<file path="src/hdl/fei_pkg.sv">
// Shared types, constants and helpers of the escape-time iterator
`timescale 1ns / 1ps
package fei_pkg;

  localparam int CFG_IDX_W  = 1;
  localparam int CFG_DATA_W = 16;
  localparam logic [CFG_IDX_W-1:0] REG_ITER_CAP = 1'd0;
  localparam logic [CFG_IDX_W-1:0] REG_VARIANT  = 1'd1;

  localparam logic [15:0] ITER_CAP_RESET = 16'd50;
  localparam logic        VARIANT_RESET  = 1'b0;
  localparam logic        VARIANT_STD    = 1'b0;
  localparam logic        VARIANT_SHIP   = 1'b1;

  localparam int QUEUE_DEPTH = 2;

  localparam logic signed [31:0] S32_MAX = 32'sh7FFF_FFFF;
  localparam logic signed [31:0] S32_MIN = 32'sh8000_0000;

  typedef struct packed {
    logic signed [31:0] start_re;
    logic signed [31:0] start_im;
    logic signed [31:0] const_re;
    logic signed [31:0] const_im;
    logic [15:0]        iter_cap;
    logic               variant;
  } job_t;

  typedef struct packed {
    logic        start;
    logic [63:0] mag;
  } rs_req_t;

  typedef struct packed {
    logic        done;
    logic [31:0] root;
  } rs_rsp_t;

  function automatic logic signed [31:0] sat_abs(input logic signed [65:0] v,
                                                 input logic do_abs);
    logic signed [65:0] a;
    a = (do_abs && v < 0) ? -v : v;
    if (a > 66'(S32_MAX)) return S32_MAX;
    if (a < 66'(S32_MIN)) return S32_MIN;
    return a[31:0];
  endfunction

endpackage

</file>
<file path="src/hdl/fei_queue.sv">
// Short job queue between the input stage and the iteration engine
`timescale 1ns / 1ps
module fei_queue import fei_pkg::*; (
  input  logic clk,
  input  logic rst_n,
  input  logic push,
  input  job_t push_job,
  output logic full,
  input  logic pop,
  output logic empty,
  output job_t pop_job
);

  localparam int PW = $clog2(QUEUE_DEPTH);

  job_t          slot_r [QUEUE_DEPTH];
  logic [PW-1:0] wr_r;
  logic [PW-1:0] rd_r;
  logic [PW:0]   cnt_r;

  assign full    = (cnt_r == (PW+1)'(QUEUE_DEPTH));
  assign empty   = (cnt_r == '0);
  assign pop_job = slot_r[rd_r];

  always_ff @(posedge clk) begin
    if (!rst_n) begin
      wr_r  <= '0;
      rd_r  <= '0;
      cnt_r <= '0;
    end else begin
      if (push) wr_r <= wr_r + 1'b1;
      if (pop)  rd_r <= rd_r + 1'b1;
      case ({push, pop})
        2'b10:   cnt_r <= cnt_r + 1'b1;
        2'b01:   cnt_r <= cnt_r - 1'b1;
        default: cnt_r <= cnt_r;
      endcase
    end
  end

  always_ff @(posedge clk) begin
    if (push) slot_r[wr_r] <= push_job;
  end

endmodule

</file>
<file path="config.mk">
export PLATFORM = sky130hd
export DESIGN_NAME = fei_queue
export DESIGN_NICKNAME = d
export VERILOG_FILES = /design/src/hdl/fei_pkg.sv /design/src/hdl/fei_queue.sv
export SDC_FILE = /design/constraint.sdc
export NUM_CORES = 1
export LEC_CHECK = 0
export BUFFER_PORTS_ARGS = -buffer_cell sky130_fd_sc_hd__buf_4
export CORE_MARGIN = 4
export CORE_UTILIZATION = 52
export CTS_BUF_LIST = sky130_fd_sc_hd__clkbuf_16
export CTS_CLUSTER_DIAMETER = 60
export DETAILED_ROUTE_END_ITERATION = 7
export PLACE_DENSITY_LB_ADDON = 0.3
export SYNTH_ARGS = -nofsm -noshare
export SYNTH_HDL_FRONTEND = slang
export SYNTH_SLANG_ARGS = --single-unit
</file>
<file path="constraint.sdc">
create_clock -name clk -period 9.39 [get_ports clk]
set_input_delay 1.878 -clock clk [delete_from_list [all_inputs] [get_ports clk]]
set_output_delay 1.878 -clock clk [all_outputs]
set_load 0.01 [all_outputs]
</file>
==> results.sh, run 1 <==
export IMPL_cp_start_kind="flip-flop"
export IMPL_max_freq_mhz=222
export IMPL_cts_max_path_buffers=3
export IMPL_synth_ff_type="edfxtp_1"
export IMPL_grt_busiest_layer="met2"
export IMPL_synth_xor_area_share_pct=0.242
export IMPL_syn_num_nets=623
export IMPL_synthTopCellsByCount="edfxtp_1 (290), mux2_2 (95), mux2_4 (50)"
export IMPL_status="finished clean"
export IMPL_setup_viol=0
export IMPL_clk_pin_slew_ns=0.06
export IMPL_synth_cell_types=18
export IMPL_drtPass1Iterations=5
export IMPL_postSynthAreaPerCell_um2=23.0
export IMPL_hold_path_class="reg2reg"
export IMPL_slew_headroom_pct=27.3
export IMPL_gr_usage_met3_pct=6.79
export IMPL_cts_tree="yes"
export IMPL_cap_violations=0
export IMPL_first_global_vias=5906
export IMPL_grt_total_usage_pct=17.4
export IMPL_fin_crit_ns=4.51
export IMPL_root_buffer="clkbuf_16"
export IMPL_die_area_um2=23300
export IMPL_min_period_over_period_pct=48.0
export IMPL_ant_nets=0
export IMPL_worst_pin_slew_ns=1.09
export IMPL_hold_slack_ns=0.512
export IMPL_area_growth_pct=31.2
export IMPL_nets=939
export IMPL_cts_hold_buf=0
export IMPL_rsz0062_at_grt="no"
export IMPL_synth_edff_count=290
export IMPL_clkSinkCount=295
export IMPL_insertion_delay_ns=0.53
export IMPL_portBuffers=295
export IMPL_core_area_um2=20400
export IMPL_grt_max_degree=81
export IMPL_required_ns=7.51
export IMPL_seq_area_frac_synth_pct=81.1
export IMPL_yosys_top_cells_area="edfxtp_1 (80%), mux2_2 (9.8%), mux2_4 (6.9%), dfxtp_1 (0.92%), buf_6 (0.62%)"
export IMPL_met2_usage_pct=30.4
export IMPL_yosys_warnings=0
export IMPL_ios=296
export IMPL_vdd_drop_max_v=0.000187
export IMPL_crit_path_top_delay_cell="buf_4"
export IMPL_ys_ff_latch=295
export IMPL_synthArstFlopShare_pct=0
export IMPL_synthAdderAreaFrac_pct=0.115
export IMPL_grt_ovfl_total=0
export IMPL_yosysMostFrequentCell="edfxtp_1"
export IMPL_worstPathArrival_ns=2.63
export IMPL_synth_top_family_by_area="multiplexers"
export IMPL_max_stage_delay_ns=0.83
export IMPL_tns_ns=0
export IMPL_drive_above_1_share_pct=60.0
export IMPL_cts_resized_gates=0
export IMPL_num_vias=5468
export IMPL_antenna_cells=0
export IMPL_grt_pass1_wl_um=32100
export IMPL_critPathKind="reg2out"
export IMPL_row_count=52
export IMPL_leakage_nw=5.46
export IMPL_synth_top_area_share_pct=80.2
export IMPL_post_dp_hpwl_um=14700
export IMPL_maxSlewViolCount=0
export IMPL_drtIter0Drc=206
export IMPL_cts_setup_buffers=0
export IMPL_syn_area_um2=10900
export IMPL_wl_um=21400
export IMPL_vias_per_cell=5.05
export IMPL_numCtsBuffers=30
export IMPL_drcViolationCount=0
export IMPL_syn_inst=473
export IMPL_antenna_found_initial=0
export IMPL_end_kind="primary output"
export IMPL_worstPathCellList="buf_4, mux2_2, buf_4"
export IMPL_critPathMaxFanout=66
export IMPL_power_density_nw_per_um2=208
export IMPL_synthSimpleGateAreaFrac_pct=0.495
export IMPL_muxShareOfSynthArea_pct=16.8
export IMPL_start_util_pct=53.3
export IMPL_synth_top_area_cell="edfxtp_1"
export IMPL_skew_ns=0.0107
export IMPL_gp_congestion=0.744
export IMPL_die_w_um=153
export IMPL_met1_usage_pct=20.8
export IMPL_cp_common_cell="buf_4"
export IMPL_hold_violations=0
export IMPL_synth_compound_area_share_pct=0.184
export IMPL_fp_dieH_um=153
export IMPL_power_total_mw=2.97
export IMPL_wl_per_cell_um=19.7
export IMPL_htree_levels=1
## sequential cells by signal, summed over array words and instances, names as in the netlist, named ones only
name and count:
slot_r 290, cnt_r 2, rd_r 1, wr_r 1
## area by class of cell
type | instances | area [um2]
multi-input cells | 161 | 1940
repair buffers | 300 | 2250
flip-flops and latches | 295 | 8810
inverters | 1 | 3.75
clock buffers | 31 | 776
clock inverters | 24 | 130
fillers | 1274 | 6110
well taps | 270 | 338
## final timing paths
check	end	from	depth (start not counted)	slack, ns
worst max-delay path	pop_job[133]	flip-flop	3	4.88
worst min-delay path	cnt_r[1]	cnt_r[1]	2	0.51
worst max register to register	slot_r[1][33]	wr_r	2	6.80
worst min register to register	cnt_r[1]	cnt_r[1]	2	0.51
## worst max-delay path, delay by kind of cell, from the launching register on
family / cells / cell delay, ns
buffers and inverters: 2 / 0.98
flip-flops: 1 / 0.60
multiplexers: 1 / 0.43
## power breakdown
| group | internal, mW | switching, mW |
|---|---|---|
| Combinational | 0.200 | 0.160 |
| Sequential | 1.52 | 0.0211 |
| Clock | 0.619 | 0.446 |
| Total | 2.34 | 0.627 |
## logic make-up after synthesis
logic type | after synthesis
compound gates | 3
fa+ha+maj | 1
xor+xnor | 3
mux | 145
flops | 295
buf+inv | 17
simple gates | 9
## routing by layer
layer,vias up,part of all wire [%]
li1,2520,-
met1,2679,37
met2,241,51
met3,28,10
met4,0,1.8
met5,-,0
## cell usage in the layout (no fill, tap or decap), drive strengths merged
| cell | n |
|---|---|
| dfxtp | 5 |
| clkinv | 14 |
| o21ai | 1 |
| buf | 300 |
| and2 | 4 |
| xnor2 | 2 |
| or3 | 1 |
| bufinv | 1 |
| clkbuf | 31 |
| and2b | 1 |
| mux2 | 145 |
| inv | 9 |
| ha | 1 |
| nor2 | 2 |
| a21boi | 1 |
| edfxtp | 290 |
| clkinvlp | 1 |
| xor2 | 1 |
| o21a | 1 |
| nor2b | 1 |
## metrics by stage
stage | area (um2) | util [%] | instances | setup slack (ns)
global placement | 13300 | 65.6 | 1027 | 5.28
floorplan | 10900 | - | 473 | 0.695
global route | 14300 | 70.0 | 1082 | 4.75
finish | 14300 | 70.0 | 1082 | 4.88
CTS | 14300 | 70.0 | 1082 | 4.84
detailed placement | 13300 | 65.6 | 1027 | 5.21
No activity file was read; power rests on OpenSTA's default activity.
==> run 2: changes to the inputs <==
clock period = 4.7 ns   (was 9.39 ns; I/O delays follow)
==> results.sh, run 2 (same netlist as run 1, synthesis figures left out) <==
export IMPL_portBuffers=295
export IMPL_cts_hold_buf=0
export IMPL_nets=938
export IMPL_root_buffer="clkbuf_16"
export IMPL_drive_above_1_share_pct=59.9
export IMPL_critPathMaxFanout=87
export IMPL_gr_usage_met3_pct=6.87
export IMPL_antenna_cells=0
export IMPL_cts_tree="yes"
export IMPL_cp_start_kind="flip-flop"
export IMPL_rsz0062_at_grt="no"
export IMPL_numCtsBuffers=29
export IMPL_grt_total_usage_pct=17.6
export IMPL_p_comb_share_pct=12.4
export IMPL_drtPass1Iterations=4
export IMPL_fp_dieH_um=153
export IMPL_mostFrequentLayoutCells="buf_4 (297), edfxtp_1 (290), mux2_2 (95)"
export IMPL_clk_pin_slew_ns=0.06
export IMPL_cts_setup_buffers=0
export IMPL_skew_ns=0.0102
export IMPL_final_common_cell="buf_4"
export IMPL_cts_resized_gates=0
export IMPL_status="finished clean"
export IMPL_hold_path_class="reg2reg"
export IMPL_num_vias=5439
export IMPL_gp_congestion=0.784
export IMPL_top_register="slot_r"
export IMPL_cap_violations=0
export IMPL_critPathKind="reg2out"
export IMPL_layout_setup_ws_ns=1.50
export IMPL_core_area_um2=20400
export IMPL_num_fill_cells=1311
export IMPL_hold_violations=0
export IMPL_critPathBufInv=2
export IMPL_start_util_pct=53.3
export IMPL_row_count=52
export IMPL_vias_per_cell=5.06
export IMPL_max_freq_mhz=312
export IMPL_area_growth_pct=30.9
export IMPL_dp_cells=1027
export IMPL_first_global_vias=5917
export IMPL_hold_slack_ns=0.507
export IMPL_die_area_um2=23300
export IMPL_required_ns=3.76
export IMPL_worstPathArrival_ns=2.26
export IMPL_grt_pass1_wl_um=32600
export IMPL_drcViolationCount=0
export IMPL_max_stage_delay_ns=0.61
export IMPL_layoutNonFillerInstCount=1075
export IMPL_slew_headroom_pct=37.8
export IMPL_met2_usage_pct=30.3
export IMPL_crit_path_top_delay_cell="dfxtp_4"
export IMPL_min_period_over_period_pct=68.2
export IMPL_leakage_nw=5.45
export IMPL_power_switching_mw=1.22
export IMPL_grt_ovfl_total=0
export IMPL_antenna_found_initial=0
export IMPL_ant_nets=0
export IMPL_met1_usage_pct=21.0
export IMPL_top_regs="slot_r: 290 flops, cnt_r: 2 flops"
export IMPL_grt_busiest_layer="met2"
export IMPL_power_density_nw_per_um2=409
export IMPL_cts_max_path_buffers=3
export IMPL_worst_r2r_setup_slack_ns=2.64
export IMPL_p_clk_share_pct=34.6
export IMPL_seq_power_share_pct=53.1
export IMPL_wl_per_cell_um=20.0
export IMPL_crit_family="flip-flops"
export IMPL_htree_levels=1
export IMPL_insertion_delay_ns=0.53
export IMPL_multi_input_area_um2=1940
export IMPL_vdd_drop_max_v=0.000331
export IMPL_grt_max_degree=104
export IMPL_wl_um=21400
export IMPL_maxSlewViolCount=0
export IMPL_clkSinkCount=295
export IMPL_worst_pin_slew_ns=0.932
export IMPL_cellInternalPower_mw=4.60
export IMPL_post_dp_hpwl_um=14600
export IMPL_die_w_um=153
export IMPL_end_kind="primary output"
export IMPL_ios=296
export IMPL_drtIter0Drc=221
export IMPL_fin_crit_ns=3.20
export IMPL_dp_slack_ns=1.98
export IMPL_worstPathCellList="buf_12, mux2_2, buf_4"
export IMPL_ff_latch_area_um2=8810
export IMPL_setup_viol=0
export IMPL_tns_ns=0
export IMPL_largest_register_ffs=290
export IMPL_sw_frac_of_total_pct=20.9
==> run 2: area by class of cell <==
cell class	count	area share [%]
sequential	295	62.0
timing repair buffer	300	16.1
multi-input combinational	161	13.7
clock buffer	29	5.10
tap	270	2.38
clock inverter	19	0.731
inverter	1	0.0264
==> run 2: worst paths after layout <==
path                            cells past startpoint  startpoint             end
worst max register to register                      2        wr_r  slot_r[1][114]
worst min register to register                      2    cnt_r[1]        cnt_r[1]
worst max-delay path                                3   flip-flop     pop_job[27]
worst min-delay path                                2    cnt_r[1]        cnt_r[1]
==> run 2: power groups by stage <==
stage | Clock [mW] | Sequential [mW] | Combinational (mW)
2_1_floorplan | 0 | 3.13 | 0.369
3_3_place_gp | 0 | 3.13 | 0.716
3_5_place_dp | 0 | 3.14 | 0.730
4_1_cts | 2.07 | 3.09 | 0.735
5_1_grt | 2.19 | 3.10 | 0.771
6_report | 2.01 | 3.09 | 0.719
==> run 2: metal layers <==
metal	part of all wire, %	up-vias
li1	-	2512
met1	38	2657
met2	50	232
met3	10	38
met4	2.2	0
met5	0	-
==> run 2: metrics by stage <==
step | util (%) | instance area [um2] | power [mW]
floorplan | - | 10900 | 3.49
global placement | 65.7 | 13400 | 3.85
detailed placement | 65.7 | 13400 | 3.87
CTS | 69.8 | 14200 | 5.89
global route | 69.8 | 14200 | 6.06
finish | 69.8 | 14200 | 5.82
==> run 2: tightest hold or removal path: stages (launching register included) <==
cell	delay, ns
dfxtp_1	0.32
o21ai_0	0.08
a21boi_1	0.06
