<file path="src/hdl/fei_pkg.sv">
// Shared types, constants and helpers of the escape-time iterator
`timescale 1ns / 1ps
package fei_pkg;

  localparam int CFG_IDX_W  = 1;
  localparam int CFG_DATA_W = 16;
  localparam logic [CFG_IDX_W-1:0] REG_ITER_CAP = 1'd0;
  localparam logic [CFG_IDX_W-1:0] REG_VARIANT  = 1'd1;

  localparam logic [15:0] ITER_CAP_RESET = 16'd50;
  localparam logic        VARIANT_RESET  = 1'b0;
  localparam logic        VARIANT_STD    = 1'b0;
  localparam logic        VARIANT_SHIP   = 1'b1;

  localparam int QUEUE_DEPTH = 2;

  localparam logic signed [31:0] S32_MAX = 32'sh7FFF_FFFF;
  localparam logic signed [31:0] S32_MIN = 32'sh8000_0000;

  typedef struct packed {
    logic signed [31:0] start_re;
    logic signed [31:0] start_im;
    logic signed [31:0] const_re;
    logic signed [31:0] const_im;
    logic [15:0]        iter_cap;
    logic               variant;
  } job_t;

  typedef struct packed {
    logic        start;
    logic [63:0] mag;
  } rs_req_t;

  typedef struct packed {
    logic        done;
    logic [31:0] root;
  } rs_rsp_t;

  function automatic logic signed [31:0] sat_abs(input logic signed [65:0] v,
                                                 input logic do_abs);
    logic signed [65:0] a;
    a = (do_abs && v < 0) ? -v : v;
    if (a > 66'(S32_MAX)) return S32_MAX;
    if (a < 66'(S32_MIN)) return S32_MIN;
    return a[31:0];
  endfunction

endpackage

</file>
<file path="src/hdl/fei_rsqrt.sv">
// Serial reciprocal square root: long division then digit-by-digit root
`timescale 1ns / 1ps
module fei_rsqrt import fei_pkg::*; #(
  parameter int FRAC_BITS = 28
) (
  input  logic    clk,
  input  logic    rst_n,
  input  rs_req_t req,
  output rs_rsp_t rsp
);

  localparam int TW    = 33 + FRAC_BITS;
  localparam int T_BIT = 32 + FRAC_BITS;
  localparam int CW    = $clog2(TW);

  localparam logic [1:0] RS_IDLE = 2'd0;
  localparam logic [1:0] RS_DIV  = 2'd1;
  localparam logic [1:0] RS_ROOT = 2'd2;

  logic [1:0]  state_r;
  logic [CW-1:0] cnt_r;
  logic [63:0] m_r, rem_r, q_r, x_r, res_r, bit_r;
  logic        ovf_r;
  logic        done_r;
  logic [31:0] root_r;

  logic [64:0] rem_sh;
  logic        qbit;
  logic [63:0] rem_nxt, q_nxt;
  logic        ovf_nxt;
  logic [63:0] sum_w, x_nxt, res_nxt;
  logic        ge_w;

  always_comb begin
    rem_sh  = {rem_r, (cnt_r == CW'(T_BIT))};
    qbit    = (rem_sh >= {1'b0, m_r});
    rem_nxt = qbit ? 64'(rem_sh - {1'b0, m_r}) : rem_sh[63:0];
    q_nxt   = {q_r[62:0], qbit};
    ovf_nxt = ovf_r | q_r[63];
    sum_w   = res_r + bit_r;
    ge_w    = (x_r >= sum_w);
    x_nxt   = ge_w ? x_r - sum_w : x_r;
    res_nxt = ge_w ? (res_r >> 1) + bit_r : res_r >> 1;
  end

  assign rsp.done = done_r;
  assign rsp.root = root_r;

  always_ff @(posedge clk) begin
    if (!rst_n) begin
      state_r <= RS_IDLE;
      done_r  <= 1'b0;
    end else begin
      done_r <= 1'b0;
      case (state_r)
        RS_IDLE: begin
          if (req.start) state_r <= RS_DIV;
        end
        RS_DIV: begin
          if (cnt_r == '0) state_r <= RS_ROOT;
        end
        RS_ROOT: begin
          if (bit_r[0]) begin
            state_r <= RS_IDLE;
            done_r  <= 1'b1;
          end
        end
        default: state_r <= RS_IDLE;
      endcase
    end
  end

  always_ff @(posedge clk) begin
    case (state_r)
      RS_IDLE: begin
        m_r   <= req.mag;
        rem_r <= '0;
        q_r   <= '0;
        ovf_r <= 1'b0;
        cnt_r <= CW'(TW - 1);
      end
      RS_DIV: begin
        rem_r <= rem_nxt;
        q_r   <= q_nxt;
        ovf_r <= ovf_nxt;
        cnt_r <= cnt_r - 1'b1;
        if (cnt_r == '0) begin
          x_r   <= ovf_nxt ? '1 : q_nxt;
          res_r <= '0;
          bit_r <= 64'd1 << 62;
        end
      end
      RS_ROOT: begin
        x_r    <= x_nxt;
        res_r  <= res_nxt;
        bit_r  <= bit_r >> 2;
        root_r <= res_nxt[31:0];
      end
      default: ;
    endcase
  end

endmodule

</file>
<file path="config.mk">
export PLATFORM = sky130hd
export DESIGN_NAME = fei_rsqrt
export DESIGN_NICKNAME = d
export VERILOG_FILES = /design/src/hdl/fei_pkg.sv /design/src/hdl/fei_rsqrt.sv
export SDC_FILE = /design/constraint.sdc
export NUM_CORES = 1
export LEC_CHECK = 0
export CAP_MARGIN = 15
export CORE_UTILIZATION = 50
export CTS_BUF_LIST = sky130_fd_sc_hd__clkbuf_16
export CTS_CLUSTER_SIZE = 28
export DETAILED_ROUTE_END_ITERATION = 10
export DONT_BUFFER_PORTS = 1
export GPL_ROUTABILITY_DRIVEN = 0
export PLACE_DENSITY = 0.72
export SYNTH_ARGS = -nofsm -noshare
export SYNTH_HDL_FRONTEND = slang
export SYNTH_SLANG_ARGS = --single-unit
</file>
<file path="constraint.sdc">
create_clock -name clk -period 6 [get_ports clk]
set_clock_uncertainty 0.2 [all_clocks]
set_input_delay 0.3 -clock clk [delete_from_list [all_inputs] [get_ports clk]]
set_output_delay 0.3 -clock clk [all_outputs]
set_load 0.01 [all_outputs]
</file>
==> results of run 1 <==
[path summary, 6_finish.rpt]
path	startpoint	endpoint	cells after the start
max	res_r[10]	res_r[39]	23
min	req[0]	m_r[0]	1
max reg2reg	res_r[10]	res_r[39]	23
min reg2reg	q_r[3]	q_r[4]	1
[cells in the mapped netlist, drive strengths merged (7+ instances only)]
cell    number  area share [%]
o21bai      49             1.3
nand2      343             4.6
a21oi      309             5.6
ha         195             8.8
a21o        65             1.8
nor2b       29            0.65
xor2        90             2.8
buf         31            0.75
o211ai      13            0.35
a221oi       8            0.25
clkbuf      97             1.5
or3         19            0.43
and2       130             2.9
nand4       69             1.6
nand2b      19            0.43
o21a        18            0.49
mux2i        7            0.25
a31oi       74             1.7
nor4        10            0.23
a31o        14            0.47
edfxtp     391              42
or4         10            0.28
xnor2      131             4.1
and3        29            0.65
o311ai       7            0.27
o21ai      165             3.0
a211oi      31            0.91
nor2       254             3.4
a21boi      11            0.30
inv        117             1.6
nand3       74             1.3
nor3        49            0.92
o31ai       26            0.75
or2         12            0.27
nor3b        9            0.24
[cell families (layout without fill, tap and decap cells)]
kind of cell,Yosys count,in the layout
AND/OR/NAND/NOR,1073,1073
AO/OA/AOI/OAI,842,842
flip-flops,394,394
buffers and inverters,247,313
XOR/XNOR,221,221
adder cells (fa/ha/maj),197,197
multiplexers,8,8
[sequential cells by signal (all words and copies together) (netlist names), 2 cells and up]
name	flops
m_r	64
q_r	64
rem_r	64
res_r	64
x_r	64
bit_r	32
root_r	32
cnt_r	6
state_r	2
[what timing repair did]
| action | 4_1_cts | 5_1_grt |
|---|---|---|
| hold endpoints to repair | 67 | 0 |
| setup buffers | 0 | 2 |
| hold buffers | 66 | 0 |
| setup endpoints to repair | 0 | 170 |
| resized for setup | 0 | 22 |
[power by group through the flow]
stage          Combinational, uW  Clock (uW)  Sequential [uW]
2_1_floorplan                178           0             3100
3_3_place_gp                 208           0             3100
3_5_place_dp                 213           0             3100
4_1_cts                      250        2830             3040
5_1_grt                      279        2930             3050
6_report                     253        2780             3050
[per-layer routing]
layer / share of wire, % / global-route usage [%]
met3: 6.8 / 3.00
met5: 0 / 0
met4: 3.2 / 8.76
met1: 43 / 32.4
met2: 47 / 40.5
[layout make-up]
| cell class | count | area, um^2 | area share [%] |
|---|---|---|---|
| clock buffer | 45 | 1130 | 3.65 |
| clock inverter | 32 | 340 | 1.10 |
| inverter | 118 | 448 | 1.45 |
| multi-input combinational | 2341 | 15000 | 48.8 |
| sequential | 394 | 11800 | 38.3 |
| tap | 748 | 936 | 3.04 |
| timing repair buffer | 118 | 1120 | 3.63 |
[per-stage QoR]
stage / power, uW / utilization, %
after global placement: 3310 / 51.9
after CTS: 6130 / 55.8
after floorplan: 3280 / -
final: 6080 / 56.0
after detailed placement: 3320 / 51.9
after global routing: 6260 / 56.0
[worst register-to-register path: stages (launching register included)]
cell and delay, ns:
edfxtp_1 0.46, ha_1 0.39, nand4_1 0.14, nor4_1 0.38, or3_1 0.20, nor2b_1 0.14
o21ai_0 0.14, o21bai_1 0.28, nand2_1 0.11, xor2_1 0.18, ha_1 0.44, nand2_1 0.14
nor4_1 0.32, nand3_1 0.16, and4_1 0.23, o21ba_2 0.22, o31ai_1 0.20, buf_4 0.17
a21o_2 0.25, buf_12 0.21, buf_4 0.20, nand2_1 0.08, xor2_1 0.17, nor2_1 0.05
==> impl_metrics.env, run 1 <==
export IMPL_period_needed_ns=5.75
export IMPL_combinationalPowerShare_pct=4.2
export IMPL_cts_tree="yes"
export IMPL_maxCapViolations=0
export IMPL_ys_seq_elements=394
export IMPL_synth_fa_ha_area_share_pct=8.93
export IMPL_final_cell_mix="edfxtp_1, nand2_1, a21oi_1"
export IMPL_syn_inst=2982
export IMPL_n_antenna_cell=0
export IMPL_clk_pin_slew_worst_paths_ns=0.06
export IMPL_rsz0062_at_grt="yes"
export IMPL_worstSkewPairLatency_ns=0.60
export IMPL_fin_cells=3796
export IMPL_synth_compound_area_share_pct=18.9
export IMPL_wire_per_inst_um=18.3
export IMPL_synth_main_ff_cell="edfxtp_1"
export IMPL_power_density_nw_per_um2=197
export IMPL_vias=23000
export IMPL_fin_hold_ws_ns=0.142
export IMPL_required_ns=6.11
export IMPL_placed_cell_area_um2=28600
export IMPL_cpMostUsedCell="nand2_1"
export IMPL_synth_simple_area_share_pct=18.5
export IMPL_seq_power_share_pct=50.1
export IMPL_intPower_uw=4760
export IMPL_slew_violations=0
export IMPL_synth_edf_count=391
export IMPL_post_place_cells=3650
export IMPL_clock_sinks=394
export IMPL_drive_gt1_share_pct=6.50
export IMPL_routed_wl_um=69500
export IMPL_max_freq_mhz=174
export IMPL_h_tree_depth=2
export IMPL_final_area_um2=30800
export IMPL_nFillCells=4728
export IMPL_cts_root_buffer="clkbuf_16"
export IMPL_clockPowerShare_pct=45.7
export IMPL_crit_fanout=21
export IMPL_postSynthNetCount=3246
export IMPL_fp_row_count=86
export IMPL_cpMaxStageDelayCell="edfxtp_1"
export IMPL_grt_first_pass_wirelength_um=112000
export IMPL_io_pins=100
export IMPL_grt_start_max_net_pins=90
export IMPL_die_w_um=238
export IMPL_drc_errors=0
export IMPL_ant_nets=0
export IMPL_setup_slack_ns=0.250
export IMPL_tns_ns=0
export IMPL_ys_async_sr_fraction_pct=0
export IMPL_numCtsBuffers=44
export IMPL_antenna_found_initial=0
export IMPL_path_cells="ha_1, nand4_1, nor4_1, or3_1, nor2b_1, o21ai_0, o21bai_1, nand2_1, xor2_1, ha_1, nand2_1, nor4_1, nand3_1, and4_1, o21ba_2, o31ai_1, buf_4, a21o_2, buf_12, buf_4, nand2_1, xor2_1, nor2_1"
export IMPL_ys_seq_area_share_pct=42.5
export IMPL_track_usage_pct=24.3
export IMPL_grt_pass1_vias=22400
export IMPL_die_h_um=238
export IMPL_cpPeakStageDelay_ns=0.46
export IMPL_rrSetupSlack_ns=0.25
export IMPL_areaGrowthSynthToFinish_pct=11.0
export IMPL_grt_overflow=0
export IMPL_path_class="reg -> reg"
export IMPL_ys_warn_count=0
export IMPL_setup_viol=0
export IMPL_power_switching_uw=1320
export IMPL_p_leak_uw=0.0113
export IMPL_synth_xor_area_share_pct=6.97
export IMPL_tightestPinTransition_ns=0.958
export IMPL_synth_top_family_by_area="compound AO/OA/AOI/OAI gates"
export IMPL_portBuffers=0
export IMPL_synth_avg_cell_area_um2=9.31
export IMPL_initial_core_util_pct=50.5
export IMPL_core_area_um2=55000
export IMPL_final_hold_viol_count=0
export IMPL_slew_headroom_pct=36.1
export IMPL_clk_path_buf_depth=3
export IMPL_drt_iter0_markers=2427
export IMPL_dpl_worst_slack_ns=0.113
export IMPL_vdd_drop_max_v=0.000253
export IMPL_dieArea_um2=56500
export IMPL_worstPathArrival_ns=5.86
export IMPL_crit_buf_inv=3
export IMPL_dr_pass1_iters=6
export IMPL_avgViaCountPerCell=6.06
export IMPL_final_nets=3281
export IMPL_final_common_cell="edfxtp_1"
export IMPL_post_dp_hpwl_um=49300
export IMPL_crit_family="simple AND/OR/NAND/NOR gates"
export IMPL_ys_types=99
export IMPL_syn_cell_area_um2=27800
export IMPL_status="finished clean"
export IMPL_synthMuxAreaShare_pct=0.293
export IMPL_endpoint_kind="flop"
export IMPL_hold_class="in -> reg"
export IMPL_period_share_pct=95.8
export IMPL_startpoint_type="flop"
export IMPL_p_sw_share_pct=21.7
Power figures use the tool's default switching activity.
==> run 2, diff against run 1 <==
--- a/config.mk
+++ b/config.mk
@@ -12,6 +12,7 @@
 export DETAILED_ROUTE_END_ITERATION = 10
 export DONT_BUFFER_PORTS = 1
 export GPL_ROUTABILITY_DRIVEN = 0
+export GPL_TIMING_DRIVEN = 0
 export PLACE_DENSITY = 0.72
 export SYNTH_ARGS = -nofsm -noshare
 export SYNTH_HDL_FRONTEND = slang
==> constraint.sdc (replaced) <==
create_clock -name clk -period 4.83 [get_ports clk]
set_clock_uncertainty 0.2 [all_clocks]
set_input_delay 0.2415 -clock clk [delete_from_list [all_inputs] [get_ports clk]]
set_output_delay 0.2415 -clock clk [all_outputs]
set_load 0.01 [all_outputs]
==> run 2 against run 1 <==
Against the previous run:
- the flow now finishes with violations (negative setup slack)
- sequential share of layout area down 4.7 points
- hold slack worse by 0.070 ns
- routed wire length up 23%
- clock-buffer cell count down 1
- cell count grew 6.6%
- first-iteration DRC count is 38% higher
- clock power increased by 27%
- worst setup slack worse by 0.94 ns
- total power is 26% higher
- combinational power is 36% higher
- sequential power rose by 24%
- utilization grew 7.8 points
==> impl_metrics.env, run 2 (synthesis results as in run 1) <==
export IMPL_grt_first_pass_wirelength_um=128000
export IMPL_final_nets=3528
export IMPL_endpoint_kind="flop"
export IMPL_wire_per_inst_um=21.1
export IMPL_setup_slack_ns=-0.686
export IMPL_slew_violations=0
export IMPL_dpl_worst_slack_ns=-1.76
export IMPL_required_ns=5.04
export IMPL_cts_root_buffer="clkbuf_16"
export IMPL_die_h_um=238
export IMPL_clk_path_buf_depth=3
export IMPL_routed_wl_um=85400
export IMPL_path_class="reg -> reg"
export IMPL_slew_headroom_pct=14.5
export IMPL_startpoint_type="flop"
export IMPL_power_uw=7660
export IMPL_period_needed_ns=5.52
export IMPL_nFillCells=4050
export IMPL_drt_iter0_markers=3341
export IMPL_track_usage_pct=28.4
export IMPL_fin_hold_ws_ns=0.0713
export IMPL_hold_class="in -> reg"
export IMPL_r2r_end="res_r[6]"
export IMPL_io_pins=100
export IMPL_grt_pass1_vias=24100
export IMPL_setup_viol=194
export IMPL_numCtsBuffers=44
export IMPL_portBuffers=0
export IMPL_tns_ns=-95.51
export IMPL_crit_fanout=9
export IMPL_failed_checks="negative setup slack"
export IMPL_n_antenna_cell=0
export IMPL_initial_core_util_pct=50.5
export IMPL_worstSkewPairLatency_ns=0.59
export IMPL_r2r_start="res_r[16]"
export IMPL_min_to="m_r[39]"
export IMPL_p_leak_uw=0.0129
export IMPL_grt_start_max_net_pins=77
export IMPL_cts_tree="yes"
export IMPL_vias=25500
export IMPL_status="finished, violations left"
export IMPL_max_freq_mhz=181
export IMPL_rrSetupSlack_ns=-0.69
export IMPL_rsz0062_at_grt="yes"
export IMPL_clock_sinks=394
export IMPL_areaGrowthSynthToFinish_pct=26.4
export IMPL_post_dp_hpwl_um=53800
export IMPL_dieArea_um2=56500
export IMPL_reg2reg_depth=24
export IMPL_die_w_um=238
export IMPL_final_hold_viol_count=0
export IMPL_ant_nets=0
export IMPL_period_share_pct=114
export IMPL_fp_row_count=86
export IMPL_fin_cells=4045
export IMPL_worstPathArrival_ns=5.73
export IMPL_post_place_cells=3735
export IMPL_h_tree_depth=2
export IMPL_power_density_nw_per_um2=218
export IMPL_dr_pass1_iters=8
export IMPL_drc_errors=0
export IMPL_maxCapViolations=0
export IMPL_drive_gt1_share_pct=20.0
export IMPL_grt_overflow=0
export IMPL_antenna_found_initial=0
export IMPL_tightestPinTransition_ns=1.28
export IMPL_worstHoldStart="req[39]"
export IMPL_clk_pin_slew_worst_paths_ns=0.07
export IMPL_core_area_um2=55000
export IMPL_final_cell_mix="edfxtp_1, nand2_1, a21oi_1"
export IMPL_final_common_cell="edfxtp_1"
export IMPL_holdPathStages=1
export IMPL_avgViaCountPerCell=6.31
export IMPL_vdd_drop_max_v=0.000300
-- run 2: metrics by stage --
| stage | utilization [%] | cell area (um^2) |
|---|---|---|
| after CTS | 61.6 | 33900 |
| after global placement | 52.6 | 28900 |
| after detailed placement | 52.8 | 29000 |
| after floorplan | - | 28000 |
| final | 63.9 | 35100 |
| after global routing | 63.9 | 35100 |
-- run 2: worst max-delay path by stage --
stage                     slack [ns]  startpoint   endpoint
final                          -0.69   res_r[16]   res_r[6]
after global routing           -0.75    res_r[8]    x_r[63]
after CTS                      -0.45    bit_r[2]  res_r[31]
after detailed placement       -1.76    bit_r[0]  res_r[10]
after global placement         -1.71    bit_r[0]  res_r[10]
after floorplan                -0.07   res_r[12]  res_r[56]
-- run 2: cell type report --
class / instances / area, um^2 / share of cell area (%)
Multi-Input combinational cell: 2349 / 17300 / 49.3
Sequential cell: 394 / 11800 / 33.6
Timing Repair Buffer: 240 / 2370 / 6.76
Clock buffer: 44 / 1100 / 3.14
Tap cell: 748 / 936 / 2.67
Buffer: 117 / 767 / 2.18
Inverter: 118 / 448 / 1.28
Clock inverter: 35 / 388 / 1.10
-- run 2: timing repair --
action / 4_1_cts / 5_1_grt
resized for setup: 337 / 207
endpoints found under the setup margin: 203 / 205
pin swaps: 133 / 114
gates cloned: 17 / 0
hold endpoints to repair: 67 / 0
setup buffers: 115 / 49
hold buffers: 66 / 0
-- run 2: report_power, final --
group | switching (uW) | internal (uW) | total [uW]
clock | 1440 | 2090 | 3530
combinational | 208 | 136 | 345
sequential | 20.9 | 3760 | 3780
total | 1670 | 5990 | 7660
-- run 2: worst max-delay path, cell delays in order (launching register included) --
cell,delay (ns)
edfxtp_1,0.44
ha_1,0.36
a31oi_1,0.25
o21a_1,0.22
o21ai_4,0.09
a21bo_2,0.22
or2_4,0.27
a211o_4,0.37
a211oi_4,0.26
or2_4,0.17
nand2_2,0.08
xnor2_4,0.24
ha_4,0.25
a21oi_4,0.18
o21bai_4,0.09
a21oi_2,0.19
o21ai_2,0.09
a21oi_2,0.22
o21ai_4,0.11
a21oi_4,0.14
buf_12,0.17
buf_12,0.14
bufbuf_16,0.26
nand2_1,0.10
a21oi_2,0.18
-- run 2: metal layers --
layer	wire, um	GRT usage, %	up-vias
met5	0	0	-
met4	5290	15.3	0
met3	7180	3.45	402
met2	39500	46.9	1609
met1	33500	36.2	12000
li1	-	-	11500
