==> config.mk <==
export PLATFORM = sky130hd
export DESIGN_NAME = fei_front
export DESIGN_NICKNAME = d
export VERILOG_FILES = /design/src/hdl/fei_pkg.sv /design/src/hdl/fei_front.sv
export SDC_FILE = /design/constraint.sdc
export NUM_CORES = 1
export LEC_CHECK = 0
export ABC_AREA = 1
export BUFFER_PORTS_ARGS = -buffer_cell sky130_fd_sc_hd__buf_2
export CORE_MARGIN = 3
export CORE_UTILIZATION = 43
export CTS_CLUSTER_SIZE = 8
export DETAILED_ROUTE_END_ITERATION = 16
export PLACE_DENSITY = 0.78
export SYNTH_ARGS = -nofsm -noshare
export SYNTH_HDL_FRONTEND = slang
export SYNTH_SLANG_ARGS = --single-unit
==> constraint.sdc <==
create_clock -name clk -period 9.2 [get_ports clk]
set_input_delay 0.46 -clock clk [delete_from_list [all_inputs] [get_ports clk]]
set_output_delay 0.46 -clock clk [all_outputs]
set_load 0.02 [all_outputs]
==> src/hdl/fei_pkg.sv <==
// Shared types, constants and helpers of the escape-time iterator
`timescale 1ns / 1ps
package fei_pkg;

  localparam int CFG_IDX_W  = 1;
  localparam int CFG_DATA_W = 16;
  localparam logic [CFG_IDX_W-1:0] REG_ITER_CAP = 1'd0;
  localparam logic [CFG_IDX_W-1:0] REG_VARIANT  = 1'd1;

  localparam logic [15:0] ITER_CAP_RESET = 16'd50;
  localparam logic        VARIANT_RESET  = 1'b0;
  localparam logic        VARIANT_STD    = 1'b0;
  localparam logic        VARIANT_SHIP   = 1'b1;

  localparam int QUEUE_DEPTH = 2;

  localparam logic signed [31:0] S32_MAX = 32'sh7FFF_FFFF;
  localparam logic signed [31:0] S32_MIN = 32'sh8000_0000;

  typedef struct packed {
    logic signed [31:0] start_re;
    logic signed [31:0] start_im;
    logic signed [31:0] const_re;
    logic signed [31:0] const_im;
    logic [15:0]        iter_cap;
    logic               variant;
  } job_t;

  typedef struct packed {
    logic        start;
    logic [63:0] mag;
  } rs_req_t;

  typedef struct packed {
    logic        done;
    logic [31:0] root;
  } rs_rsp_t;

  function automatic logic signed [31:0] sat_abs(input logic signed [65:0] v,
                                                 input logic do_abs);
    logic signed [65:0] a;
    a = (do_abs && v < 0) ? -v : v;
    if (a > 66'(S32_MAX)) return S32_MAX;
    if (a < 66'(S32_MIN)) return S32_MIN;
    return a[31:0];
  endfunction

endpackage

==> src/hdl/fei_front.sv <==
// Input stage: configuration registers and capture of incoming beats
`timescale 1ns / 1ps
module fei_front import fei_pkg::*; (
  input  logic                  clk,
  input  logic                  rst_n,
  input  logic                  cfg_we,
  input  logic [CFG_IDX_W-1:0]  cfg_index,
  input  logic [CFG_DATA_W-1:0] cfg_data,
  input  logic                  in_valid,
  output logic                  in_stall,
  input  logic signed [31:0]    in_start_re,
  input  logic signed [31:0]    in_start_im,
  input  logic signed [31:0]    in_const_re,
  input  logic signed [31:0]    in_const_im,
  output logic                  push,
  output job_t                  push_job,
  input  logic                  q_full
);

  logic [15:0] iter_cap_r;
  logic        variant_r;
  logic        hold_v_r;
  job_t        hold_r;

  always_ff @(posedge clk) begin
    if (!rst_n) begin
      iter_cap_r <= ITER_CAP_RESET;
      variant_r  <= VARIANT_RESET;
    end else if (cfg_we) begin
      case (cfg_index)
        REG_ITER_CAP: iter_cap_r <= cfg_data;
        REG_VARIANT:  variant_r  <= cfg_data[0];
        default: ;
      endcase
    end
  end

  assign push     = hold_v_r && !q_full;
  assign in_stall = hold_v_r && q_full;
  assign push_job = hold_r;

  always_ff @(posedge clk) begin
    if (!rst_n) begin
      hold_v_r <= 1'b0;
    end else if (in_valid && !in_stall) begin
      hold_v_r <= 1'b1;
    end else if (push) begin
      hold_v_r <= 1'b0;
    end
  end

  always_ff @(posedge clk) begin
    if (in_valid && !in_stall) begin
      hold_r.start_re <= in_start_re;
      hold_r.start_im <= in_start_im;
      hold_r.const_re <= in_const_re;
      hold_r.const_im <= in_const_im;
      hold_r.iter_cap <= iter_cap_r;
      hold_r.variant  <= variant_r;
    end
  end

endmodule

==> results of run 1 <==
==> path summary, 6_finish.rpt <==
check / endpoint / slack (ps) / depth (start not counted)
hold / removal: push_job[136] / 210 / 1
setup / recovery: push_job[5] / 6700 / 5
hold reg to reg: push_job[15] / 430 / 0
setup reg to reg: push_job[5] / 6700 / 5
==> area by class of cell <==
type                       instances  area, um^2  area share (%)
clock buffer                      21       440.4           6.011
clock inverter                     9       86.33           1.178
inverter                          19       71.32          0.9734
multi-input combinational         71       339.1           4.628
sequential                       163        4715           64.34
tap                              143       178.9           2.442
timing repair buffer             298        1496           20.42
==> stage by stage <==
| stage | hold slack, ps | instance area [um^2] | power [W] | setup slack [ps] |
|---|---|---|---|---|
| after global routing | 190.5 | 7327 | 0.001714 | 6472 |
| final | 213.9 | 7327 | 0.001652 | 6696 |
| after CTS | 185.7 | 7327 | 0.001671 | 6695 |
| after floorplan | 408.6 | 5169 | 0.0009707 | 1867 |
| after global placement | 417.1 | 6800 | 0.001037 | 6532 |
| after detailed placement | 413.3 | 6800 | 0.001042 | 6416 |
==> synth_stat cells, drive strengths merged <==
library cell	instances
inv	19
edfxtp	145
buf	6
dfxtp	18
a21oi	2
nor2	29
nand2	20
nand3	20
==> flip-flops by register name, summed over array words and instances, names as in the netlist <==
signal and count:
hold_v_r 1, iter_cap_r 16, push_job 145, variant_r 1
==> critical path: stages (launching register included) <==
cell and delay, ps:
dfxtp_1 310, nand2_1 80, inv_1 80, nor2_4 70
buf_4 650, buf_4 860
==> cell families after synthesis <==
family,share of synthesized area [%]
flops,91.21
buf+inv,2.372
simple gates,6.221
compound gates,0.1937
==> per-layer routing <==
layer	vias to the layer above	track usage (%)
li1	1558	-
met1	1588	20.79
met2	168	32.68
met3	30	7.154
met4	0	8.585
met5	-	0
==> placed cells by master (no fill, tap or decap), drive strengths merged <==
cell type  Yosys  layout
bufinv         0       1
clkinv         0       6
a21oi          2       2
clkinvlp       0       2
nand3         20      20
edfxtp       145     145
inv           19      19
dfxtp         18      18
nor2          29      29
buf            6     298
nand2         20      20
clkbuf         0      21
==> report_power, final <==
group / internal [W] / switching, W
Sequential: 0.000859 / 0.0000123
Clock: 0.000368 / 0.000258
Combinational: 0.0000525 / 0.000102
Total: 0.00128 / 0.000373
==> flow_metrics.env, run 1 <==
export IMPL_status="finished, final reports clean"
export IMPL_crit_path_end_kind="register"
export IMPL_antenna_found_initial=0
export IMPL_gp_congestion=0.8143
export IMPL_finalClockSkew_ps=5.252
export IMPL_ant_nets=0
export IMPL_max_cap_viol_count=0
export IMPL_timing_fmax_mhz=399.4
export IMPL_syn_area_um2=5169
export IMPL_ctsHoldBuffers=0
export IMPL_drive_gt1_share_pct=57.49
export IMPL_cellPowerDensity_nw_per_um2=225.5
export IMPL_critPathMaxFanout=79
export IMPL_area_growth_pct=41.76
export IMPL_tns_ps=0
export IMPL_grt_pass1_vias=3364
export IMPL_die_width_um=115.6
export IMPL_synthesis_nets=409
export IMPL_irDropWorstVdd_v=0.0001557
export IMPL_cts_tree="yes"
export IMPL_period_minus_slack_ps=2504
export IMPL_io_pins=297
export IMPL_clk_pin_slew_ps=60
export IMPL_synth_seq_cells=163
export IMPL_cp_required_ps=9240
export IMPL_arrival_ps=2540
export IMPL_clk_insertion_delay_late_ps=420
export IMPL_cts_sinks=163
export IMPL_final_core_util_pct=63.36
export IMPL_yosysSeqAreaShare_pct=91.21
export IMPL_port_buffers=296
export IMPL_setup_viol=0
export IMPL_layout_cells_non_filler=724
export IMPL_met3WireLength_um=1079
export IMPL_p_leak_nw=3.239
export IMPL_synth_cell_types=13
export IMPL_num_vias=3344
export IMPL_synth_top_cell_area_share_pct=84.24
export IMPL_dieHeight_um=115.6
export IMPL_finalNetCount=720
export IMPL_wl_met2_um=7031
export IMPL_slew_viol_final=0
export IMPL_final_hold_viol_count=0
export IMPL_grt_usage_pct=18.91
export IMPL_yosysTopAreaCell="edfxtp_1"
export IMPL_fp_coreArea_um2=11560
export IMPL_ys_top_cells_by_area="edfxtp_1, dfxtp_1, nor2_1, nand2_1, nand3_2"
export IMPL_routed_top_layer="met4"
export IMPL_dieArea_um2=13370
export IMPL_wl_per_cell_um=18.08
export IMPL_grt_pass1_wl_um=18060
export IMPL_first_pass_iters=4
export IMPL_drt_initial_drc_count=267
export IMPL_holdCritStartpoint="in_start_re[23]"
export IMPL_post_cts_buffers=0
export IMPL_tightest_slew_ps=948.7
export IMPL_hold_class="in2reg"
export IMPL_nFillCells=842
export IMPL_critPathKind="reg2reg"
export IMPL_remaining_drc_errors=0
export IMPL_grt_overflow_total=0
export IMPL_cp_start_kind="register"
export IMPL_finalWirelength_um=13090
export IMPL_vias_per_cell=4.619
export IMPL_grt_max_degree=80
export IMPL_cts_root_buf="clkbuf_16"
export IMPL_slew_headroom_pct=36.75
export IMPL_rows=39
export IMPL_finalCritPeriodShare_pct=27.22
export IMPL_synth_cells=259
export IMPL_yosys_warnings=0
export IMPL_synth_area_per_cell_um2=19.96
export IMPL_wirelength_met1_um=4590
export IMPL_post_cts_resized=0
export IMPL_numCtsBuffers=17
export IMPL_htreeDepth=4
export IMPL_dp_cells=694
export IMPL_timing_rr_start="hold_v_r"
export IMPL_start_util_pct=44.69
export IMPL_cts_buffer_depth=2
export IMPL_rsz0062_at_grt="no"
export IMPL_dp_hpwl_um=9773
export IMPL_crit_start="hold_v_r"
export IMPL_diodes=0
(Power assumes the default switching activity.)
==> run 2: changes to the inputs <==
- ABC_AREA: 1 -> 0
- CORE_UTILIZATION: 43 -> 39
- PLACE_DENSITY: 0.78 -> 0.75
- clock period: 9.2 -> 2.1 ns (I/O delays scaled with it)
==> run 2 against run 1 <==
Against the previous run: the flow now stops in clock tree synthesis; synthesized area is 1.3% lower; synthesized cell count down 14%.
==> flow_metrics.env, run 2 <==
export IMPL_die_width_um=120.4
export IMPL_synth_edf_count=145
export IMPL_cts_buffer_depth=2
export IMPL_post_cts_resized=0
export IMPL_numCtsBuffers=17
export IMPL_cts_sinks=163
export IMPL_ys_top_cells_by_count="edfxtp_1, nand2_1, dfxtp_1"
export IMPL_pre_cts_ws_ps=462.1
export IMPL_yosysTopAreaCell="edfxtp_1"
export IMPL_htreeDepth=4
export IMPL_syn_area_um2=5100
export IMPL_dp_hpwl_um=9442
export IMPL_synth_most_common_cell="edfxtp_1"
export IMPL_start_util_pct=40.09
export IMPL_yosys_warnings=0
export IMPL_yosysSeqAreaShare_pct=92.44
export IMPL_lastStage="clock tree synthesis"
export IMPL_synth_top_cell_area_share_pct=85.38
export IMPL_gp_congestion=0.7295
export IMPL_dp_cells=697
export IMPL_cts_root_buf="clkbuf_16"
export IMPL_rows=41
export IMPL_ys_top_cells_by_area="edfxtp_1, dfxtp_1, mux2i_1, nand2_1, nand3b_1"
export IMPL_synth_seq_cells=163
export IMPL_async_flop_share_pct=0
export IMPL_post_cts_buffers=0
export IMPL_error_line="[ERROR RSZ-0060] Max buffer count reached."
export IMPL_status="stopped before the end"
export IMPL_dieHeight_um=120.4
export IMPL_io_pins=297
export IMPL_synthesis_nets=374
export IMPL_ctsHoldBuffers=148
export IMPL_synth_cell_types=16
export IMPL_synth_ff_type="edfxtp_1"
export IMPL_port_buffers=296
export IMPL_synth_area_per_cell_um2=22.77
export IMPL_synth_cells=224
-- run 2: changes by cell type after synthesis, sizes merged, moves of 2 or more --
cell	delta
nor2b	+3
o211ai	+3
nand3b	+3
nor2	-29
buf	-2
inv	-16
nand3	-20
mux2i	+14
a21oi	-2
nand2	+8
-- run 2: cells by family after synthesis --
logic type             after synthesis  synth area share (%)
flip-flops                         163                 92.44
AND/OR/NAND/NOR                     35                 3.140
multiplexers                        14                 2.748
buffers and inverters                8                 1.079
AO/OA/AOI/OAI                        4                0.5888
-- run 2: per-stage QoR --
| step | hold WS [ps] | utilization (%) | area [um^2] |
|---|---|---|---|
| after global placement | 281.4 | 54.04 | 6875 |
| after floorplan | 203.9 | - | 5110 |
| after detailed placement | 283.2 | 54.04 | 6875 |
==> run 3: changes to the inputs <==
- CORE_UTILIZATION: 39 -> 30
- CTS_CLUSTER_SIZE: 8 -> unset
- PLACE_DENSITY: 0.75 -> unset
- PLACE_DENSITY_LB_ADDON: unset -> 0.15
- clock period: 2.1 -> 2.73 ns (I/O delays scaled with it)
==> run 3 against run 2 <==
Against the previous run: the flow now finishes without violations; synthesized area is the same; synthesized cell count is the same.
==> flow_metrics.env, run 3 <==
export IMPL_cts_root_buf="clkbuf_16"
export IMPL_dieArea_um2=18600
export IMPL_synth_seq_cells=163
export IMPL_grt_pass1_vias=3833
export IMPL_finalClockSkew_ps=6.152
export IMPL_ctsHoldBuffers=145
export IMPL_synth_cell_types=16
export IMPL_clk_insertion_delay_late_ps=410
export IMPL_ys_top_cells_by_area="edfxtp_1, dfxtp_1, mux2i_1, nand2_1, nand3b_1"
export IMPL_rsz0062_at_grt="no"
export IMPL_arrival_ps=1530
export IMPL_critPathKind="reg2reg"
export IMPL_dp_hpwl_um=9492
export IMPL_p_leak_nw=3.770
export IMPL_synth_cells=224
export IMPL_setup_viol=0
export IMPL_grt_max_degree=83
export IMPL_synth_ff_type="edfxtp_1"
export IMPL_yosysSeqAreaShare_pct=92.44
export IMPL_nFillCells=1424
export IMPL_hold_class="in2reg"
export IMPL_diodes=0
export IMPL_irDropWorstVdd_v=0.0003832
export IMPL_wl_per_cell_um=15.40
export IMPL_synth_area_per_cell_um2=22.77
export IMPL_largest_reg_flops=145
export IMPL_clk_pin_slew_ps=60
export IMPL_synth_edf_count=145
export IMPL_yosys_warnings=0
export IMPL_cp_required_ps=2780
export IMPL_final_hold_viol_count=0
export IMPL_cts_sinks=163
export IMPL_yosysTopAreaCell="edfxtp_1"
export IMPL_status="finished, final reports clean"
export IMPL_ant_nets=0
export IMPL_timing_fmax_mhz=676.5
export IMPL_period_minus_slack_ps=1478
export IMPL_start_util_pct=30.75
export IMPL_crit_path_end_kind="register"
export IMPL_drt_initial_drc_count=163
export IMPL_total_power_w=0.005706
export IMPL_fp_coreArea_um2=16580
export IMPL_ys_top_cells_by_count="edfxtp_1, nand2_1, dfxtp_1"
export IMPL_synth_top_cell_area_share_pct=85.38
export IMPL_cts_buffer_depth=2
export IMPL_tightest_slew_ps=563.0
export IMPL_numCtsBuffers=17
export IMPL_post_cts_resized=0
export IMPL_finalCritPeriodShare_pct=54.15
export IMPL_io_pins=297
export IMPL_cellPowerDensity_nw_per_um2=645.3
export IMPL_final_common_cell="buf_2"
export IMPL_slew_viol_final=0
export IMPL_grt_usage_pct=14.33
export IMPL_htreeDepth=4
export IMPL_vias_per_cell=3.992
export IMPL_async_flop_share_pct=0
export IMPL_gp_congestion=0.7286
export IMPL_max_cap_viol_count=0
export IMPL_cp_start_kind="register"
export IMPL_remaining_drc_errors=0
export IMPL_port_buffers=296
export IMPL_post_cts_buffers=0
export IMPL_rows=47
export IMPL_antenna_found_initial=0
export IMPL_synth_most_common_cell="edfxtp_1"
export IMPL_r2r_setup_slack_ps=1250
export IMPL_finalNetCount=831
export IMPL_first_pass_iters=4
export IMPL_area_growth_pct=73.38
export IMPL_hold_slack_ps=58.84
export IMPL_num_vias=3649
export IMPL_finalWirelength_um=14070
export IMPL_grt_pass1_wl_um=19850
export IMPL_mostFrequentLayoutCells="buf_2, dlygate4sd3_1, edfxtp_1"
export IMPL_synthesis_nets=374
export IMPL_slew_headroom_pct=62.38
export IMPL_cts_tree="yes"
export IMPL_critPathMaxFanout=82
export IMPL_dieHeight_um=136.4
export IMPL_syn_area_um2=5100
export IMPL_die_width_um=136.4
export IMPL_drive_gt1_share_pct=47.41
export IMPL_grt_overflow_total=0
-- run 3: path summary, 6_finish.rpt --
| path | startpoint | to | depth (start not counted) |
|---|---|---|---|
| setup / recovery | hold_v_r | push_job[46] | 3 |
| hold / removal | cfg_we | iter_cap_r[5] | 3 |
| setup reg to reg | hold_v_r | push_job[46] | 3 |
| hold reg to reg | iter_cap_r[8] | push_job[9] | 0 |
-- run 3: where the power goes --
group | leakage [nW] | internal (W) | switching, W
registers | 1.55 | 0.00289 | 0.0000381
clock network | 0.265 | 0.00121 | 0.000898
logic | 1.95 | 0.000316 | 0.000359
-- run 3: cell type report --
class | instances | area, um^2 | area share [%]
Clock buffer | 23 | 467.9 | 5.292
Clock inverter | 9 | 60.06 | 0.6792
Inverter | 3 | 11.26 | 0.1274
Multi-Input combinational cell | 53 | 340.3 | 3.849
Sequential cell | 163 | 4715 | 53.32
Tap cell | 220 | 275.3 | 3.113
Timing Repair Buffer | 443 | 2973 | 33.62
-- run 3: logic make-up (layout without fill, tap and decap cells) --
kind of cell | after synthesis | after routing | synth area share, %
AO/OA/AOI/OAI | 4 | 4 | 0.5888
multiplexers | 14 | 14 | 2.748
buffers and inverters | 8 | 478 | 1.079
flip-flops | 163 | 163 | 92.44
AND/OR/NAND/NOR | 35 | 35 | 3.140
-- run 3: stage by stage --
step,instance area [um^2],TNS [ps],instances,worst slack (ps),utilization (%)
2_1_floorplan,5110,-43650,224,-301.0,-
3_3_place_gp,6863,0,737,1311,41.38
3_5_place_dp,6863,0,737,1278,41.38
4_1_cts,8842,0,914,1262,53.32
5_1_grt,8842,0,914,1170,53.32
6_report,8842,0,914,1252,53.32
-- run 3: layer usage --
layer | share of wire [%] | vias up | track usage, %
li1 | - | 1765 | -
met1 | 37 | 1694 | 15.45
met2 | 51 | 177 | 25.15
met3 | 9.9 | 13 | 5.811
met4 | 1.3 | 0 | 5.487
met5 | 0 | - | 0
-- run 3: worst max-delay path, cell delays in order, from the launching register on --
cell,delay (ps)
dfxtp_1,310
and2_4,150
nor2b_4,200
buf_12,350
==> run 4: changes to the inputs <==
- ABC_AREA: 0 -> 1
- clock period: 2.73 -> 1.4 ns (I/O delays scaled with it)
==> run 4 against run 3 <==
Against the previous run: critical path depth rose by 2; register-to-register slack got worse by 1200 ps; power grew 100%; first-iteration DRC count down 40%; non-clock buffer count is 20 higher; cell count increased by 5.9%; critical path type unchanged.
==> flow_metrics.env, run 4 (same netlist as run 1, synthesis figures left out) <==
export IMPL_status="finished, final reports clean"
export IMPL_period_minus_slack_ps=1300
export IMPL_setup_viol=0
export IMPL_finalWirelength_um=14610
export IMPL_irDropWorstVdd_v=0.0008163
export IMPL_p_leak_nw=3.978
export IMPL_drt_initial_drc_count=98
export IMPL_cts_tree="yes"
export IMPL_slew_viol_final=0
export IMPL_finalNetCount=885
export IMPL_p_seq_share_pct=49.4
export IMPL_postLayoutSetupSlackWorst_ps=99.84
export IMPL_cts_root_buf="clkbuf_16"
export IMPL_timing_rr_start="hold_v_r"
export IMPL_grt_max_degree=26
export IMPL_grt_pass1_vias=4084
export IMPL_area_growth_pct=77.46
export IMPL_gp_congestion=0.7584
export IMPL_slowest_delay_ps=320
export IMPL_crit_slowest_cell="dfxtp_2"
export IMPL_grt_usage_pct=14.88
export IMPL_cp_required_ps=1510
export IMPL_clockPowerShare_pct=38.2
export IMPL_tns_ps=0
export IMPL_sw_frac_of_total_pct=23.81
export IMPL_start_util_pct=30.95
export IMPL_dieArea_um2=18840
export IMPL_cts_sinks=163
export IMPL_diodes=0
export IMPL_cellPowerDensity_nw_per_um2=1261
export IMPL_holdCritStartpoint="rst_n"
export IMPL_num_vias=3896
export IMPL_crit_start="hold_v_r"
export IMPL_slew_headroom_pct=77.87
export IMPL_remaining_drc_errors=0
export IMPL_critPathMaxFanout=25
export IMPL_finalCritPeriodShare_pct=92.87
export IMPL_post_cts_buffers=0
export IMPL_final_core_util_pct=54.92
export IMPL_switchingPower_w=0.002754
export IMPL_nFillCells=1389
export IMPL_dieHeight_um=137.3
export IMPL_total_power_w=0.01157
export IMPL_port_buffers=296
export IMPL_worstHoldPathCells=3
export IMPL_hold_class="in2reg"
export IMPL_clk_insertion_delay_late_ps=410
export IMPL_finalClockSkew_ps=6.897
export IMPL_rsz0062_at_grt="no"
export IMPL_design_area_um2=9173
export IMPL_max_cap_viol_count=0
export IMPL_r2r_setup_slack_ps=100
export IMPL_wl_per_cell_um=15.09
export IMPL_htreeDepth=4
export IMPL_crit_path_end_kind="register"
export IMPL_cpMostUsedCell="buf_12"
export IMPL_io_pins=297
export IMPL_place_area_um2=7083
export IMPL_largest_reg_flops=145
export IMPL_fp_coreArea_um2=16700
export IMPL_r2r_end="push_job[25]"
export IMPL_rr_worst_depth=5
export IMPL_pre_cts_ws_ps=114.1
export IMPL_numCtsBuffers=17
export IMPL_hold_end="iter_cap_r[6]"
export IMPL_clk_pin_slew_ps=70
export IMPL_antenna_found_initial=0
export IMPL_tightest_slew_ps=331.5
export IMPL_rows=47
export IMPL_vias_per_cell=4.025
export IMPL_die_width_um=137.3
export IMPL_cp_start_kind="register"
export IMPL_mostFrequentLayoutCells="buf_2, dlygate4sd3_1, edfxtp_1"
export IMPL_dp_hpwl_um=10420
export IMPL_grt_overflow_total=0
export IMPL_timing_fmax_mhz=769.1
export IMPL_p_int_w=0.008813
export IMPL_final_common_cell="buf_2"
export IMPL_critPathKind="reg2reg"
export IMPL_first_pass_iters=4
export IMPL_drive_gt1_share_pct=47.59
export IMPL_worstPathCellList="nand2_2 > inv_4 > nor2_4 > buf_12 > buf_12"
export IMPL_arrival_ps=1410
export IMPL_grt_pass1_wl_um=21070
export IMPL_cts_buffer_depth=2
export IMPL_final_hold_viol_count=0
export IMPL_p_comb_share_pct=12.4
export IMPL_ant_nets=0
run 4: critical path, delay by kind of cell, from the launching register on:
kind / cells / cell delay, ps
buf+inv: 3 / 400
flops: 1 / 320
simple gates: 2 / 270
run 4: how the worst max path moves through the flow:
stage,end,slack (ps),depth (start not counted)
finish,push_job[25],100,5
global route,push_job[25],30,5
CTS,push_job[126],100,5
detailed placement,push_job[117],110,5
global placement,push_job[117],120,5
floorplan,push_job[0],-1610,3
run 4: layer usage:
layer,global-route usage (%),share of wire [%]
met5,0,0
met4,6.652,2.6
met3,5.113,8.9
met2,25.69,51
met1,16.62,37
run 4: final cells by class:
cell class | instances | area [um^2] | area share, %
multi-input combinational | 71 | 341.6 | 3.724
sequential | 163 | 4716 | 51.41
timing repair buffer | 463 | 3188 | 34.76
inverter | 19 | 73.82 | 0.8048
clock inverter | 15 | 152.6 | 1.664
tap | 220 | 275.3 | 3.001
clock buffer | 17 | 425.4 | 4.638
run 4: per-stage QoR:
step,hold WS (ps),instances
2_1_floorplan,168.9,259
3_3_place_gp,246.6,785
3_5_place_dp,248.4,785
4_1_cts,18.99,968
5_1_grt,48.22,968
6_report,43.22,968
run 4: power groups by stage:
stage | sequential, W | combinational [W] | clock, W
floorplan | 0.00616 | 0.000185 | 0
global placement | 0.00582 | 0.00110 | 0
detailed placement | 0.00582 | 0.00111 | 0
CTS | 0.00571 | 0.00145 | 0.00455
global route | 0.00574 | 0.00154 | 0.00475
finish | 0.00571 | 0.00144 | 0.00442
run 4: repair_timing:
action | 4_1_cts | 5_1_grt
hold endpoints to repair | 146 | 0
hold buffers | 151 | 0
gates resized for setup | 0 | 0
endpoints found under the setup margin | 0 | 0
